--- src/rtl/rrs_pkg.sv ---
// ----------------------------------------------------------------------------
// rrs_pkg: shared types and constants for the round-robin slice scheduler
// Holds the event codes, task states, controller states and command and status structs.
// ----------------------------------------------------------------------------
`default_nettype none
package rrs_pkg;
  localparam int MaxTasksDef = 16;
  localparam int TickMsDef = 10;
  localparam logic [7:0] SliceReset = 8'd10;

  typedef enum logic [1:0] {
    FUNC_TICK   = 2'd0,
    FUNC_YIELD  = 2'd1,
    FUNC_SLEEP  = 2'd2,
    FUNC_CREATE = 2'd3
  } func_t;

  typedef enum logic [1:0] {
    TS_NONE  = 2'd0,
    TS_READY = 2'd1,
    TS_SLEEP = 2'd2
  } task_state_t;

  typedef enum logic [2:0] {
    S_IDLE,
    S_EXEC,
    S_WALK,
    S_FINISH,
    S_OUT
  } ctrl_state_t;

  typedef struct packed {
    logic exec;     // run the first step of the held request
    logic walk;     // process one sleep entry
    logic finish;   // commit sleep list size, final dispatch
  } rrs_cmd_t;

  typedef struct packed {
    logic is_tick;
    logic walk_done;
  } rrs_stat_t;
endpackage
`default_nettype wire

--- src/rtl/rrs_if.sv ---
// ----------------------------------------------------------------------------
// rrs_in_if / rrs_out_if: valid-ready channels for requests and results
// Each carries valid, ready and the payload fields.
// ----------------------------------------------------------------------------
`default_nettype none
interface rrs_in_if;
  logic        valid;
  logic        ready;
  logic [1:0]  func;
  logic [3:0]  task_id;
  logic [15:0] sleep_ms;
  modport source (output valid, func, task_id, sleep_ms, input ready);
  modport sink (input valid, func, task_id, sleep_ms, output ready);
endinterface

interface rrs_out_if;
  logic       valid;
  logic       ready;
  logic [4:0] current_task;
  logic       switched;
  logic [4:0] ready_count;
  logic       status;
  modport source (output valid, current_task, switched, ready_count, status,
                  input ready);
  modport sink (input valid, current_task, switched, ready_count, status,
                output ready);
endinterface
`default_nettype wire

--- src/rtl/rrs_ctrl.sv ---
// ----------------------------------------------------------------------------
// rrs_ctrl: request sequencer
// Accepts a request, steps the datapath through it, and presents the result.
// ----------------------------------------------------------------------------
`default_nettype none
module rrs_ctrl
  import rrs_pkg::*;
(
  input  wire logic      clk,
  input  wire logic      rst,
  input  wire logic      in_valid,
  output logic           in_ready,
  output logic           out_valid,
  input  wire logic      out_ready,
  input  wire rrs_stat_t stat,
  output rrs_cmd_t       cmd
);
  ctrl_state_t state, state_next;

  always_ff @(posedge clk) begin
    if (rst) begin
      state <= S_IDLE;
    end else begin
      state <= state_next;
    end
  end

  always_comb begin
    state_next = state;
    cmd = '0;
    in_ready = 1'b0;
    out_valid = 1'b0;
    case (state)
      S_IDLE: begin
        in_ready = 1'b1;
        if (in_valid) state_next = S_EXEC;
      end
      S_EXEC: begin
        cmd.exec = 1'b1;
        state_next = stat.is_tick ? S_WALK : S_OUT;
      end
      S_WALK: begin
        if (stat.walk_done) begin
          state_next = S_FINISH;
        end else begin
          cmd.walk = 1'b1;
        end
      end
      S_FINISH: begin
        cmd.finish = 1'b1;
        state_next = S_OUT;
      end
      S_OUT: begin
        out_valid = 1'b1;
        if (out_ready) state_next = S_IDLE;
      end
      default: state_next = S_IDLE;
    endcase
  end

  a_one_cmd: assert property (@(posedge clk) disable iff (rst)
    $onehot0({cmd.exec, cmd.walk, cmd.finish})) else $error("multiple commands");
  a_exec_after_accept: assert property (@(posedge clk) disable iff (rst)
    in_valid && in_ready |=> cmd.exec) else $error("accept not followed by exec");
  a_no_accept_busy: assert property (@(posedge clk) disable iff (rst)
    out_valid |-> !in_ready) else $error("accept while result pending");
endmodule
`default_nettype wire

--- src/rtl/rrs_dp.sv ---
// ----------------------------------------------------------------------------
// rrs_dp: scheduler datapath
// Ready FIFO, sleep list, slice counters, task states and the result fields.
// ----------------------------------------------------------------------------
`default_nettype none
module rrs_dp
  import rrs_pkg::*;
#(
  parameter int MAX_TASKS = MaxTasksDef,
  parameter int TICK_MS = TickMsDef
) (
  input  wire logic        clk,
  input  wire logic        rst,
  input  wire logic        cfg_we,
  input  wire logic [7:0]  cfg_data,
  input  wire logic        accept,
  input  wire logic [1:0]  func,
  input  wire logic [3:0]  task_id,
  input  wire logic [15:0] sleep_ms,
  input  wire rrs_cmd_t    cmd,
  output rrs_stat_t        stat,
  output logic [4:0]       current_task,
  output logic             switched,
  output logic [4:0]       ready_count,
  output logic             status
);
  localparam int IW = $clog2(MAX_TASKS);
  localparam int CW = $clog2(MAX_TASKS + 1);
  localparam logic [CW-1:0] Full = CW'(MAX_TASKS);
  localparam logic [CW-1:0] Idle = CW'(MAX_TASKS);
  localparam logic [16:0] TickM1 = 17'(TICK_MS - 1);
  // reciprocal of the tick length, exact for any 17-bit numerator
  localparam int RecipShift = 17 + $clog2(TICK_MS);
  localparam longint RecipMul =
      ((longint'(1) << RecipShift) + longint'(TICK_MS) - 1) / longint'(TICK_MS);
  localparam logic [18:0] TickRecip = 19'(RecipMul);

  logic [7:0]    slice_length;
  logic [IW-1:0] rq [MAX_TASKS];
  logic [IW-1:0] so [MAX_TASKS];
  logic [15:0]   sl [MAX_TASKS];
  logic [7:0]    slc [MAX_TASKS+1];
  task_state_t   ts [MAX_TASKS];
  logic [IW-1:0] head;
  logic [CW-1:0] rsize, ssize, widx, wout;
  logic [CW-1:0] run, run_prev;
  logic [1:0]    func_r;
  logic [3:0]    id_r;
  logic [15:0]   ms_r;
  logic [16:0]   ticks_num;
  logic [35:0]   ticks_prod;
  logic [15:0]   ticks_cnt;
  logic          status_r;

  // tail slot for the current size
  function automatic logic [IW-1:0] slot(input logic [IW-1:0] h, input logic [CW-1:0] n);
    logic [CW:0] s;
    s = {1'b0, CW'(h)} + {1'b0, n};
    if (s >= {1'b0, Full}) s = s - {1'b0, Full};
    return IW'(s);
  endfunction

  function automatic logic [IW-1:0] inc(input logic [IW-1:0] h);
    return (CW'(h) + CW'(1) >= Full) ? '0 : IW'(CW'(h) + CW'(1));
  endfunction

  assign stat.is_tick = (func_t'(func_r) == FUNC_TICK);
  assign stat.walk_done = (widx >= ssize);

  // milliseconds to ticks, rounded up: 17 x 19 bit reciprocal product
  assign ticks_num = {1'b0, ms_r} + TickM1;
  assign ticks_prod = 36'(ticks_num) * 36'(TickRecip);
  assign ticks_cnt = 16'(ticks_prod >> RecipShift);

  logic [IW-1:0] wt;
  logic [15:0]   wl;
  assign wt = so[IW'(widx)];
  assign wl = sl[wt] - 16'd1;
  logic [7:0]    sdec;
  logic [IW:0]   curi;
  assign curi = (run > Idle) ? (IW+1)'(MAX_TASKS) : (IW+1)'(run);
  assign sdec = slc[curi] - 8'd1;

  always_ff @(posedge clk) begin
    if (rst) begin
      slice_length <= SliceReset;
      head <= '0;
      rsize <= '0;
      ssize <= '0;
      run <= Idle;
      for (int i = 0; i <= MAX_TASKS; i++) slc[i] <= SliceReset;
      for (int i = 0; i < MAX_TASKS; i++) ts[i] <= TS_NONE;
    end else begin
      if (cfg_we) slice_length <= cfg_data;
      if (accept) begin
        func_r <= func;
        id_r <= task_id;
        ms_r <= sleep_ms;
        run_prev <= run;
      end
      if (cmd.exec) begin
        widx <= '0;
        wout <= '0;
        status_r <= 1'b0;
        case (func_t'(func_r))
          FUNC_TICK: begin
            if (sdec == 8'd0) begin
              slc[curi] <= slice_length;
              if (run < Idle && rsize != '0) begin
                rq[slot(head, rsize)] <= rq[head];
                head <= inc(head);
                run <= (rsize == CW'(1)) ? CW'(rq[head]) : CW'(rq[inc(head)]);
              end else begin
                run <= (rsize == '0) ? Idle : CW'(rq[head]);
              end
            end else begin
              slc[curi] <= sdec;
              run <= (rsize == '0) ? Idle : CW'(rq[head]);
            end
          end
          FUNC_YIELD: begin
            if (run < Idle && rsize != '0) begin
              rq[slot(head, rsize)] <= rq[head];
              head <= inc(head);
              run <= (rsize == CW'(1)) ? CW'(rq[head]) : CW'(rq[inc(head)]);
            end else begin
              run <= (rsize == '0) ? Idle : CW'(rq[head]);
            end
          end
          FUNC_SLEEP: begin
            if (run >= Idle || rsize == '0) begin
              status_r <= 1'b1;
              run <= (rsize == '0) ? Idle : CW'(rq[head]);
            end else if (ticks_cnt == '0 || ssize >= Full) begin
              rq[slot(head, rsize)] <= rq[head];
              head <= inc(head);
              run <= (rsize == CW'(1)) ? CW'(rq[head]) : CW'(rq[inc(head)]);
            end else begin
              sl[rq[head]] <= ticks_cnt;
              ts[rq[head]] <= TS_SLEEP;
              so[IW'(ssize)] <= rq[head];
              ssize <= ssize + CW'(1);
              head <= inc(head);
              rsize <= rsize - CW'(1);
              run <= (rsize == CW'(1)) ? Idle : CW'(rq[inc(head)]);
            end
          end
          default: begin
            if (32'(id_r) >= MAX_TASKS || ts[IW'(id_r)] != TS_NONE) begin
              status_r <= 1'b1;
            end else begin
              ts[IW'(id_r)] <= TS_READY;
              slc[IW'(id_r)] <= slice_length;
              if (rsize < Full) begin
                rq[slot(head, rsize)] <= IW'(id_r);
                rsize <= rsize + CW'(1);
              end
            end
          end
        endcase
      end
      // one sleeper per cycle: count down, wake or compact
      if (cmd.walk) begin
        sl[wt] <= wl;
        widx <= widx + CW'(1);
        if (wl == '0) begin
          ts[wt] <= TS_READY;
          if (rsize < Full) begin
            rq[slot(head, rsize)] <= wt;
            rsize <= rsize + CW'(1);
          end
        end else begin
          so[IW'(wout)] <= wt;
          wout <= wout + CW'(1);
        end
      end
      if (cmd.finish) begin
        ssize <= wout;
        run <= (rsize == '0) ? Idle : CW'(rq[head]);
      end
    end
  end

  assign current_task = 5'(run);
  assign switched = (func_t'(func_r) != FUNC_CREATE) && (run != run_prev);
  assign ready_count = 5'(rsize);
  assign status = status_r;

  a_size_bound: assert property (@(posedge clk) disable iff (rst)
    rsize <= Full && ssize <= Full) else $error("size overflow");
  a_walk_bound: assert property (@(posedge clk) disable iff (rst)
    cmd.walk |-> widx < ssize) else $error("walk past list");
  a_out_bound: assert property (@(posedge clk) disable iff (rst)
    run <= Idle) else $error("bad running task");
endmodule
`default_nettype wire

--- src/rtl/round_robin_slice_scheduler.sv ---
// ----------------------------------------------------------------------------
// round_robin_slice_scheduler: round-robin task scheduler with time slices
// Top level joining the request sequencer and the scheduler datapath.
// ----------------------------------------------------------------------------
// One request in, one result out. Yield, sleep and create step from the exec
// state straight to presenting the result; a tick also walks each entry on
// the sleep list (up to MAX_TASKS) and then a finish step, since the datapath
// walks sleepers one a cycle to count them down, wake expired ones and
// compact the list. A new request is taken the cycle after the previous
// result has been taken. slice_length may be written only while no request
// is in flight.
`default_nettype none
module round_robin_slice_scheduler
  import rrs_pkg::*;
#(
  parameter int MAX_TASKS = MaxTasksDef,
  parameter int TICK_MS = TickMsDef
) (
  input wire logic       clk,
  input wire logic       rst,
  input wire logic       cfg_we,
  input wire logic [7:0] cfg_data,
  rrs_in_if.sink         req,
  rrs_out_if.source      rsp
);
  rrs_cmd_t  cmd;
  rrs_stat_t stat;

  // sequencer: accept, step, present
  rrs_ctrl u_ctrl (
    .clk(clk), .rst(rst),
    .in_valid(req.valid), .in_ready(req.ready),
    .out_valid(rsp.valid), .out_ready(rsp.ready),
    .stat(stat), .cmd(cmd)
  );

  // datapath: queues, counters, result fields
  rrs_dp #(.MAX_TASKS(MAX_TASKS), .TICK_MS(TICK_MS)) u_dp (
    .clk(clk), .rst(rst),
    .cfg_we(cfg_we), .cfg_data(cfg_data),
    .accept(req.valid && req.ready),
    .func(req.func), .task_id(req.task_id), .sleep_ms(req.sleep_ms),
    .cmd(cmd), .stat(stat),
    .current_task(rsp.current_task), .switched(rsp.switched),
    .ready_count(rsp.ready_count), .status(rsp.status)
  );
endmodule
`default_nettype wire

--- src/flat_wrapper.sv ---
// flat-port wrapper written by rule: the top's interface ports become plain ports
module round_robin_slice_scheduler_flat import rrs_pkg::*;
#(
  parameter int MAX_TASKS = MaxTasksDef,
  parameter int TICK_MS = TickMsDef
)
  (clk, rst, cfg_we, cfg_data, req_valid, req_func, req_task_id, req_sleep_ms, req_ready, rsp_valid, rsp_current_task, rsp_switched, rsp_ready_count, rsp_status, rsp_ready);
  rrs_in_if req_i ();
  rrs_out_if rsp_i ();
  input wire logic clk;
  input wire logic rst;
  input wire logic cfg_we;
  input wire logic [7:0] cfg_data;
  input wire logic [$bits(req_i.valid)-1:0] req_valid;
  input wire logic [$bits(req_i.func)-1:0] req_func;
  input wire logic [$bits(req_i.task_id)-1:0] req_task_id;
  input wire logic [$bits(req_i.sleep_ms)-1:0] req_sleep_ms;
  output wire logic [$bits(req_i.ready)-1:0] req_ready;
  output wire logic [$bits(rsp_i.valid)-1:0] rsp_valid;
  output wire logic [$bits(rsp_i.current_task)-1:0] rsp_current_task;
  output wire logic [$bits(rsp_i.switched)-1:0] rsp_switched;
  output wire logic [$bits(rsp_i.ready_count)-1:0] rsp_ready_count;
  output wire logic [$bits(rsp_i.status)-1:0] rsp_status;
  input wire logic [$bits(rsp_i.ready)-1:0] rsp_ready;
  assign req_i.valid = req_valid;
  assign req_i.func = req_func;
  assign req_i.task_id = req_task_id;
  assign req_i.sleep_ms = req_sleep_ms;
  assign req_ready = req_i.ready;
  assign rsp_valid = rsp_i.valid;
  assign rsp_current_task = rsp_i.current_task;
  assign rsp_switched = rsp_i.switched;
  assign rsp_ready_count = rsp_i.ready_count;
  assign rsp_status = rsp_i.status;
  assign rsp_i.ready = rsp_ready;
  round_robin_slice_scheduler #(.MAX_TASKS(MAX_TASKS), .TICK_MS(TICK_MS)) u_core (.clk(clk), .rst(rst), .cfg_we(cfg_we), .cfg_data(cfg_data), .req(req_i), .rsp(rsp_i));
endmodule
--- config.mk ---
export PLATFORM = sky130hd
export DESIGN_NAME = round_robin_slice_scheduler_flat
export DESIGN_NICKNAME = d
export VERILOG_FILES = /design/src/rtl/rrs_pkg.sv /design/src/rtl/rrs_if.sv /design/src/rtl/rrs_ctrl.sv /design/src/rtl/rrs_dp.sv /design/src/rtl/round_robin_slice_scheduler.sv /design/src/flat_wrapper.sv
export SDC_FILE = /design/constraint.sdc
export NUM_CORES = 1
export LEC_CHECK = 0
export BUFFER_PORTS_ARGS = -buffer_cell sky130_fd_sc_hd__clkbuf_2
export CAP_MARGIN = 20
export CORE_MARGIN = 5
export CORE_UTILIZATION = 39
export CTS_CLUSTER_DIAMETER = 100
export DETAILED_ROUTE_END_ITERATION = 8
export GPL_TIMING_DRIVEN = 1
export PLACE_DENSITY = 0.5
export SLEW_MARGIN = 20
export SYNTH_ARGS = -nofsm -noshare
export SYNTH_HDL_FRONTEND = slang
export SYNTH_SLANG_ARGS = --single-unit
--- constraint.sdc ---
create_clock -name clk -period 11.54 [get_ports clk]
set_clock_uncertainty 0.05 [all_clocks]
set_input_delay 1.731 -clock clk [delete_from_list [all_inputs] [get_ports clk]]
set_output_delay 1.731 -clock clk [all_outputs]
set_load 0.005 [all_outputs]
### Yosys cells after proc, flatten, opt, wreduce, memory -nomap -nowiden

Memory sizes are Yosys's and may differ from the RTL's. A register that Yosys moved wholly into a read port is not among the register bits.
Index checks and enable logic that the tools add are counted.

| word-level totals | value |
|---|---|
| bits in latches | 0 |
| memories | 5 |
| bits in read-only memories | 0 |
| word-level logic and storage cells | 234 |
| memory bits (writable) | 552 |
| output and inout port bits | 14 |
| register bits after elaboration | 68 |

Memory list:

| memory | words | bits a word | read ports | clocked after Yosys merged registers in | wr ports | line | text |
|---|---|---|---|---|---|---|---|
| u_core.u_dp.sl | 16 | 16 | 1 | 0 | 1 | rrs_dp.sv:41 | `logic [15:0] sl [MAX_TASKS];` |
| u_core.u_dp.slc | 17 | 8 | 1 | 0 | 17 | rrs_dp.sv:42 | `logic [7:0] slc [MAX_TASKS+1];` |
| u_core.u_dp.rq | 16 | 4 | 2 | 1 | 1 | rrs_dp.sv:39 | `logic [IW-1:0] rq [MAX_TASKS];` |
| u_core.u_dp.so | 16 | 4 | 1 | 1 | 1 | rrs_dp.sv:40 | `logic [IW-1:0] so [MAX_TASKS];` |
| u_core.u_dp.ts | 16 | 2 | 1 | 1 | 16 | rrs_dp.sv:43 | `task_state_t ts [MAX_TASKS];` |

| operators by class | value |
|---|---|
| shift-type cells | 0 |
| reduce and logical (&&, ||, !) cells | 34 |
| order comparisons | 8 |
| divide/modulo/power cells | 0 |
| $add $sub $neg | 11 |
| bitwise gates (word level) | 6 |
| equal/unequal tests | 16 |
| multiply operators | 1 |
| muxes and demuxes | 140 |

Operators with widths:

| cell | count |
|---|---|
| $mux W5 | 29 |
| $mux W4 | 20 |
| $mux W1 | 75 |
| $mul A17 B16 Y33 const B | 1 |
| $logic_not A16 Y1 | 2 |
| $mux W8 | 3 |
| $add A5 B1 Y5 const B | 4 |
| $add A16 B4 Y17 const B | 1 |
| $mux W16 | 1 |
| $reduce_or A16 Y1 | 1 |
| $reduce_or A8 Y1 | 2 |
| $sub A16 B1 Y16 const B | 1 |
| $ge A5 B5 Y1 const B | 3 |
| $pmux W3 S5 | 1 |
| $pmux W5 S3 | 1 |
| $mux W3 | 4 |
| $pmux W4 S3 | 1 |
| $lt A5 B5 Y1 const B | 2 |
| $ne A2 B2 Y1 const B | 5 |
| $pmux W5 S2 | 1 |
| $logic_not A8 Y1 | 1 |
| $reduce_and A2 Y1 | 4 |
| $reduce_and A4 Y1 | 2 |
| $reduce_bool A2 Y1 | 4 |
| other kinds (32) | 47 |

### Logic depth before layout (Yosys ltp)

Gate-level depths: netlist of the first run.

| logic depth | value |
|---|---|
| word-level depth | 14 |
| gate-level depth with buffers | 32 |
| mapped depth without buffers | 31 |

### Modules after synthesis

From an unflattened synthesis of the first run, not the netlist that was laid out.

| unflattened totals | value |
|---|---|
| cells, all modules | 3,387 |
| area total of the unflattened synthesis | 37,432.2 um^2 |

By module, submodules not included:

| module | times used | area each (um^2) | cells an instance |
|---|---|---|---|
| rrs_dp | 1 | 37,218.2 | 3,365 |
| rrs_ctrl | 1 | 207.7 | 21 |
| round_robin_slice_scheduler | 1 | 6.3 | 1 |

### Least setup slack after synthesis of the first run

OpenSTA, ideal clock, no wires.

| path | value |
|---|---|
| path kind | reg-to-reg |
| start point | register u_core.u_dp.ms_r[0] |
| end point | memory u_core.u_dp.rq[10][0] in the netlist's numbering (enable) |
| stages on the path, launching flop included | 29 |
| path slack | 3,306 ps |
| data arrival time | 7,808 ps |
| library setup time | 377 ps |
| required time | 11,113 ps |
| path through | edfxtp_1 ha_1 a21oi_1 nor3_1 and3_1 xor2_1 ha_1 ha_1 fa_1 fa_1 fa_1 inv_1 fa_1 inv_1 ha_1 a21o_1 a21o_1 a21o_1 a211oi_1 o21ai_0 a221oi_1 o21ba_2 mux2i_1 or4_1 o21ai_0 a221o_1 nand3_1 o311a_4 nor4_1 |

| between the ends | value |
|---|---|
| word-level cells in the longest chain between the ends | 13 |

RTL lines:

| element | line | text |
|---|---|---|
| from (decl) | rrs_dp.sv:49 | `logic [15:0] ms_r;` |
| from (signal assigned) | rrs_dp.sv:98 | `ms_r <= sleep_ms;` |
| $add A16 B4 Y17 | rrs_dp.sv:71 | `assign ticks_num = {1'b0, ms_r} + TickM1;` |
| $mul A17 B16 Y33 | rrs_dp.sv:72 | `assign ticks_prod = 36'(ticks_num) * 36'(TickRecip);` |
| $logic_not A16 Y1 | rrs_dp.sv:134 | `end else if (ticks_cnt == '0 \|\| ssize >= Full) begin` |
| $logic_or A1 B1 Y1 | rrs_dp.sv:134 |  |
| $mux W1 | rrs_dp.sv:134 |  |
| $mux W1 | rrs_dp.sv:131 | `if (run >= Idle \|\| rsize == '0) begin` |
| $mux W1 | rrs_dp.sv:105 | `case (func_t'(func_r))` |
| $mux W1 | rrs_dp.sv:101 | `if (cmd.exec) begin` |
| $mux W1 | rrs_dp.sv:85 | `if (rst) begin` |
| $mux W1 (implied by the code) | rrs_dp.sv:135 | `rq[slot(head, rsize)] <= rq[head];` |
| $or A1 B1 Y1 (no line) (3 in a row) | -- |  |
| to (decl) | rrs_dp.sv:39 |  |

Every way passes these cells.

### Worst setup path in the final report of the first run

| path | value |
|---|---|
| start point | register u_core.u_dp.ms_r[0] |
| end point | memory u_core.u_dp.rq[6][2] in the netlist's numbering (enable) |

Same word-level chain as after synthesis.

==> impl_results.md, run 1 <==
- Max Transition Viols Final: 0
- Vias in the first global route: 22,900
- Crit path required time: 11.74 ns
- Max-slew headroom: 28.6%
- Syn avg cell area: 12.4 µm²
- Final HPWL DP: 65,900 µm
- DR iter-0 viols: 1,739
- CP startpoint: u_core.u_dp.ms_r[0]
- Initial core utilization: 39.1%
- CP max stage delay: 0.71 ns
- Post-synthesis sequential area ratio: 53.8%
- Most frequent cells in the layout: 590 x edfxtp_1, 273 x nand2_1, 227 x nor2_1
- Clock net sink count: 632
- Most common cell after layout, fill and taps aside: edfxtp_1
- FF-to-FF End: u_core.u_dp.rq[6][2]
- Diodes inserted: 0
- Die H: 307 µm
- Distinct cells, synth: 95
- Die area: 94,500 µm²
- Layout cells sized above 1: 12.4%
- Final setup fails: 0
- Root Buffer: clkbuf_16
- Area of the multi-input gates: 14,700 µm²
- Final Wtd Congestion: 0.884
- Fin cells: 4,044
- Worst Hold Class: flop to flop
- Filler cell count: 8,208
- Post-route minimum period: 9.72 ns
- H-Tree Level Count: 3
- Maximum fanout along the worst path: 16
- P&R area growth vs syn: 11.2%
- Mapped Nets: 3,059
- Seq. cell area: 18,600 µm²
- Synthesis Warnings: 0
- Clock transition at path regs: 0.05 ns
- Crit path arrival time: 9.92 ns
- Max Clock Freq: 103 MHz
- Hold Vio Cnt, Final: 0
- Unrepaired setup endpoints after global routing: false
- Worst setup EP type: flop
- P_leak: 14.0 nW
- Worst-Margin Slew: 1.07 ns
- Worst setup endpoint: u_core.u_dp.rq[6][2]
- Layout Nets: 3,105
- Initial antenna violation count: 0
- Post-synth EDFFs: 590
- Worst skew pair latency: 0.63 ns
- Die Wd: 307 µm
- Placed Cells: 3,914
- Post-DP Area: 36,100 µm²
- Fraction of registers with async set/reset: 0%
- Vias per Instance: 5.54
- Dpl ws: 1.77 ns
- CP max-delay cell: nor4_1
- Synthesized flop and latch total: 632
- Antenna Nets Post-Route: 0
- CTS tree: yes
- Setup_tns: 0 ns
- Peak VDD IR: 0.393 mV
- Total Routing Usage GR: 19.6%
- Worst setup SP type: flop
- Post-CTS Setup Bufs: 0
- Largest net degree at the start of global routing: 53
- Core area: 88,100 µm²
- Hold-fix buffers, CTS: 0
- Post-synthesis instance total: 2,777
- DR vias: 22,400
- Port bufs: 48
- WL/cell: 23.1 µm
- Maxcap violations: 0
- DRT Pass-1 Iters: 7
- Final worst-path cycle share: 84.2%
- Ys flop type: edfxtp_1
- Clock Path Buffers: 3
- Netlist Area Pre-Place: 34,500 µm²
- PwrDens: 267 nW/µm²
- R2R Setup Slk: 1.82 ns
- Fin area: 38,400 µm²
- Residual DRC: 0
- Final wirelength: 93,500 µm
- Status: finished clean
- # rows: 109
- IO Count: 49
- R2R Path Start: u_core.u_dp.ms_r[0]
- Post-route setup slack: 1.82 ns
- CP Class: flop to flop
- Post-cts sizing count: 0
- R2R cell count: 28
- Congestion Overflow GR: 0
- Num CTS Buffers: 72
- First-pass GRT wire length: 143,000 µm
## worst max-delay path: cells and delay by family (launching register included)
kind | cells | cell delay [ns]
flip-flops | 1 | 0.48
AND/OR/NAND/NOR | 5 | 1.80
XOR/XNOR | 1 | 0.49
multiplexers | 1 | 0.09
buffers and inverters | 2 | 0.09
adder cells (fa/ha/maj) | 8 | 3.30
AO/OA/AOI/OAI | 11 | 3.06
## final cells by class
cell class	count	share of cell area, %
tap	1165	3.80
inverter	190	1.86
timing repair buffer	103	1.70
multi-input combinational	1824	38.4
clock inverter	29	0.763
clock buffer	101	5.06
sequential	632	48.4
## power by group
group | leakage (nW) | switching (W) | internal [W]
Clock | 1.07 | 0.000934 | 0.00123
Sequential | 5.80 | 0.0000350 | 0.00364
Combinational | 7.17 | 0.00306 | 0.00136
Total | 14.0 | 0.00402 | 0.00623
## metrics by stage
| step | total power, W | hold WS (ns) | util (%) |
|---|---|---|---|
| after floorplan | 0.00632 | 0.391 | - |
| after global placement | 0.00819 | 0.426 | 41.0 |
| after detailed placement | 0.00823 | 0.444 | 41.0 |
| after CTS | 0.0104 | 0.455 | 43.5 |
| after global routing | 0.0109 | 0.493 | 43.5 |
| final | 0.0103 | 0.454 | 43.5 |
## synthesized netlist by cell type, types with 9 or more instances
cell      count  share of area (%)
a21oi_1      77                1.1
o22ai_1      25               0.45
and3_1       20               0.36
mux4_2       57                3.7
nand4_1      17               0.31
xor2_1       40                1.0
buf_6         9               0.29
clkbuf_1     78               0.85
o211ai_1     11               0.24
nand3_1      68               0.99
nor2b_1      27               0.49
nand2_1     273                3.0
a22oi_1      16               0.35
buf_1        11               0.12
inv_1       186                2.0
nor2_1      246                2.7
nand2b_1     23               0.42
or3_1         9               0.16
o21ai_0      57               0.83
mux2i_1     178                5.2
buf_4         9               0.20
xnor2_1      40                1.0
a32o_1       16               0.46
a31oi_1      33               0.60
fa_1         87                5.0
or2_2        11               0.20
mux2_2       17               0.56
ha_1        160                5.8
nor3b_1      18               0.39
a21boi_0      9               0.20
edfxtp_1    590                 51
a211oi_1     31               0.67
nor3_1       51               0.74
o21a_1       17               0.37
a21o_1       22               0.48
and2_1       22               0.40
dfxtp_1      42                2.4
buf_2        23               0.33
## per-layer routing
layer  GRT usage (%)  share of wire [%]
met1            27.5                 45
met3            2.89                4.9
met4            5.48                2.8
met2            32.2                 47
met5               0                  0
## worst min-delay path by stage
stage / startpoint / endpoint / slack [ns] / cells past startpoint
2_1_floorplan: u_core.u_dp.slice_length[3] / u_core.u_dp.slice_length[3] / 0.39 / 2
3_3_place_gp: u_core.u_dp.slice_length[3] / u_core.u_dp.slice_length[3] / 0.43 / 2
3_5_place_dp: u_core.u_dp.slice_length[4] / u_core.u_dp.slice_length[4] / 0.44 / 2
4_1_cts: u_core.u_ctrl.state[0] / u_core.u_ctrl.state[0] / 0.45 / 1
5_1_grt: u_core.u_ctrl.state[0] / u_core.u_ctrl.state[0] / 0.49 / 1
6_report: u_core.u_dp.slice_length[3] / u_core.u_dp.slice_length[3] / 0.45 / 2
## registers in the layout, indices dropped and copies added, names as in the netlist, 2 cells and up, named ones only
signal / cells
u_core.u_dp.ts: 32
u_core.u_dp.ms_r: 16
u_core.u_dp.id_r: 4
u_core.u_dp.ssize: 5
u_core.u_dp.sl: 256
u_core.u_dp.slc: 136
u_core.u_ctrl.state: 3
u_core.u_dp.wout: 5
u_core.u_dp.func_r: 2
u_core.u_dp.widx: 5
u_core.u_dp.head: 4
u_core.u_dp.run_prev: 5
u_core.u_dp.so: 64
u_core.u_dp.slice_length: 8
u_core.u_dp.ready_count: 5
u_core.u_dp.rq: 64
u_core.u_dp.current_task: 5
## cell families (layout without fill, tap and decap cells)
family,after synthesis,after routing,share of synthesized area [%]
adders and majority gates,247,247,10.9
buffers and inverters,321,423,3.90
and+or+nand+nor,842,842,11.7
AOI/OAI and AO/OA,397,397,8.02
DFF,632,632,53.8
muxes,258,258,9.71
xor gates and xnor gates,80,80,2.03
(Power assumes the default switching activity.)
==> run 2: changes to the inputs <==
- ABC_AREA: unset -> 1
- clock period: 11.54 -> 9.01 ns (I/O delays scaled with it)
==> run 2 against run 1 <==
Worst hold slack lost 0.043 ns; wire length increased by 13%; first-iteration DRC count up 28%.
==> impl_results.md, run 2 <==
- CP Class: flop to flop
- Net Sw Power: 0.00670 W
- Die H: 318 µm
- Largest Register: u_core.u_dp.sl
- Top cell type's share of synthesized area: 50.2%
- Post-synthesis instance total: 3,829
- Most frequent cells in the layout: 637 x nand2_1, 620 x edfxtp_1, 535 x inv_1
- Layout cells sized above 1: 9.08%
- Met3 GRT Util: 3.40%
- Maxcap violations: 0
- Residual DRC: 0
- Max Clock Freq: 119 MHz
- Count leader, synth: nand2_1
- Worst-Margin Slew: 1.16 ns
- Clock Path Buffers: 3
- Pint: 0.00870 W
- Fraction of registers with async set/reset: 0%
- Initial core utilization: 39.2%
- Crit path required time: 9.28 ns
- Unrepaired setup endpoints after global routing: false
- Tot Pwr: 0.0154 W
- Largest net degree at the start of global routing: 62
- Most common cell on crit path: nand2_1
- Min-delay src: u_core.u_dp.slice_length[7]
- Peak VDD IR: 1.05 mV
- DRT Pass-1 Iters: 6
- Clock net sink count: 662
- Post-DP Area: 39,000 µm²
- Cell accounting for the most synthesized area: edfxtp_1
- Post-synthesis sequential area ratio: 52.4%
- Die area: 101,000 µm²
- FF-to-FF End: u_core.u_dp.sl[7][12]
- R2R Path Start: u_core.u_dp.ms_r[0]
- Crit path arrival time: 8.67 ns
- Biggest registers after layout: u_core.u_dp.sl (256), u_core.u_dp.slc (166)
- P&R area growth vs syn: 11.5%
- Syn avg cell area: 9.69 µm²
- Vias in the first global route: 26,800
- Ys flop type: edfxtp_1
- Hold path cells: 2
- Die Wd: 318 µm
- Synth area leaders: edfxtp_1 50%, nand2_1 6.5%, inv_1 5.4%, ha_1 5.4%, nand3_1 5.1%
- Final worst-path cycle share: 93.2%
- Hold-fix buffers, CTS: 0
- M2 GR Usage: 32.5%
- R2R Setup Slk: 0.61 ns
- Distinct cells, synth: 58
- Fin cells: 5,220
- Max-slew headroom: 22.4%
- Clock transition at path regs: 0.06 ns
- Max Transition Viols Final: 0
- Placed Cells: 5,085
- Most common cell after layout, fill and taps aside: nand2_1
- Netlist Area Pre-Place: 37,100 µm²
- Total Routing Usage GR: 20.4%
- Gate power share: 48.0%
- CP startpoint: u_core.u_dp.ms_r[0]
- Clock power share: 19.0%
- CP max stage delay: 0.50 ns
- Final setup fails: 0
- Worst Hold Class: flop to flop
- Post-route minimum period: 8.40 ns
- Layout Nets: 4,181
- CTS tree: yes
- Hold Vio Cnt, Final: 0
- Commonest cells in the netlist: 639 x nand2_1, 620 x edfxtp_1, 537 x inv_1
- Diodes inserted: 0
- PwrDens: 372 nW/µm²
- Initial antenna violation count: 1
- Seq pwr share: 33.0%
- Fin area: 41,400 µm²
- IO Count: 49
- Congestion Overflow GR: 0
- Final wirelength: 106,000 µm
- Filler cell count: 9,296
- Root Buffer: clkbuf_16
- Core area: 94,700 µm²
- Worst hold slack: 0.412 ns
- Port bufs: 48
- P_leak: 16.6 nW
- Sw Share: 43.5%
- Maximum fanout along the worst path: 12
- Final Wtd Congestion: 0.867
- DR iter-0 viols: 2,224
- First-pass GRT wire length: 161,000 µm
- Synthesis Warnings: 0
- Num CTS Buffers: 74
- Hold endpoint: u_core.u_dp.slice_length[7]
- Largest register FFs: 256
- Status: finished clean
- R2R cell count: 43
- # rows: 113
- Final HPWL DP: 74,100 µm
- Vias per Instance: 5.22
- H-Tree Level Count: 3
- M1 GR Usage: 29.4%
- Synthesized flop and latch total: 662
- Worst skew pair latency: 0.64 ns
- Worst setup SP type: flop
- Post-synth EDFFs: 620
- Worst setup EP type: flop
- CP max-delay cell: fa_1
- Antenna Nets Post-Route: 0
- DR vias: 27,200
- Setup_tns: 0 ns
- Top Usage Layer GRT: met2
- WL/cell: 20.2 µm
## run 2: cell types whose count changed in the layout (fill, tap and decap cells not counted), moves of 51 or more
cell,change
a21oi_1,+51
inv_1,+349
mux2i_1,-163
mux4_2,-57
nand2_1,+364
nand3_1,+313
nand3b_1,+83
nor2_1,+136
o211ai_1,+57
o21ai_0,+165
## run 2: cells by family (layout without fill, tap and decap cells)
family	count (synthesis)	count (layout)	synth area share, %
buf+inv	707	804	7.67
compound gates	534	534	8.43
simple gates	1621	1621	20.0
xor+xnor	43	43	1.02
fa+ha+maj	247	247	10.1
other cells	1	30	0.0101
mux	14	14	0.388
flops	662	662	52.4
## run 2: routing by layer
layer	part of all wire, %	up-vias	wire length, µm
met5	0	-	0
met4	2.0	0	2150
met3	5.8	126	6090
met2	46	702	48200
met1	47	13300	49100
li1	-	13100	-
## run 2: worst max path at each step
stage,cells after the start,slack [ns],endpoint
2_1_floorplan,40,1.16,u_core.u_dp.sl[10][0]
3_3_place_gp,41,0.36,u_core.u_dp.sl[14][14]
3_5_place_dp,39,0.18,u_core.u_dp.sl[14][1]
4_1_cts,38,0.13,u_core.u_dp.ts[0][0]
5_1_grt,43,0.006,u_core.u_dp.sl[7][12]
6_report,43,0.61,u_core.u_dp.sl[7][12]
## run 2: worst max-delay path: cells and delay by family (launching register included)
kind / cells / cell delay, ns
AO/OA/AOI/OAI: 2 / 0.32
adder cells (fa/ha/maj): 7 / 2.83
buffers and inverters: 11 / 1.00
flip-flops: 1 / 0.43
AND/OR/NAND/NOR: 22 / 3.26
XOR/XNOR: 1 / 0.17
## run 2: what timing repair did
| item | in CTS | in global routing |
|---|---|---|
| resized for setup | 0 | 14 |
| setup buffers | 0 | 2 |
| setup endpoints to repair | 0 | 450 |
## run 2: metrics by stage
stage	worst slack, ns	utilization [%]
global route	0.00556	43.7
global placement	0.365	41.1
floorplan	1.16	-
finish	0.613	43.7
detailed placement	0.179	41.1
CTS	0.134	43.6
## run 2: power by group through the flow
stage | clock (W) | sequential [W] | combinational [W]
floorplan | 0 | 0.00515 | 0.00421
global placement | 0 | 0.00510 | 0.00737
detailed placement | 0 | 0.00514 | 0.00738
CTS | 0.00299 | 0.00507 | 0.00743
global route | 0.00312 | 0.00507 | 0.00822
finish | 0.00292 | 0.00508 | 0.00740
## run 2: area by class of cell
type	instances	area (µm²)	area share, %
Clock inverter	43	382	0.923
Sequential cell	662	19500	47.1
Tap cell	1265	1580	3.83
Multi-Input combinational cell	2489	15100	36.5
Timing Repair Buffer	122	848	2.05
Inverter	550	2070	5.00
Clock buffer	89	1930	4.66
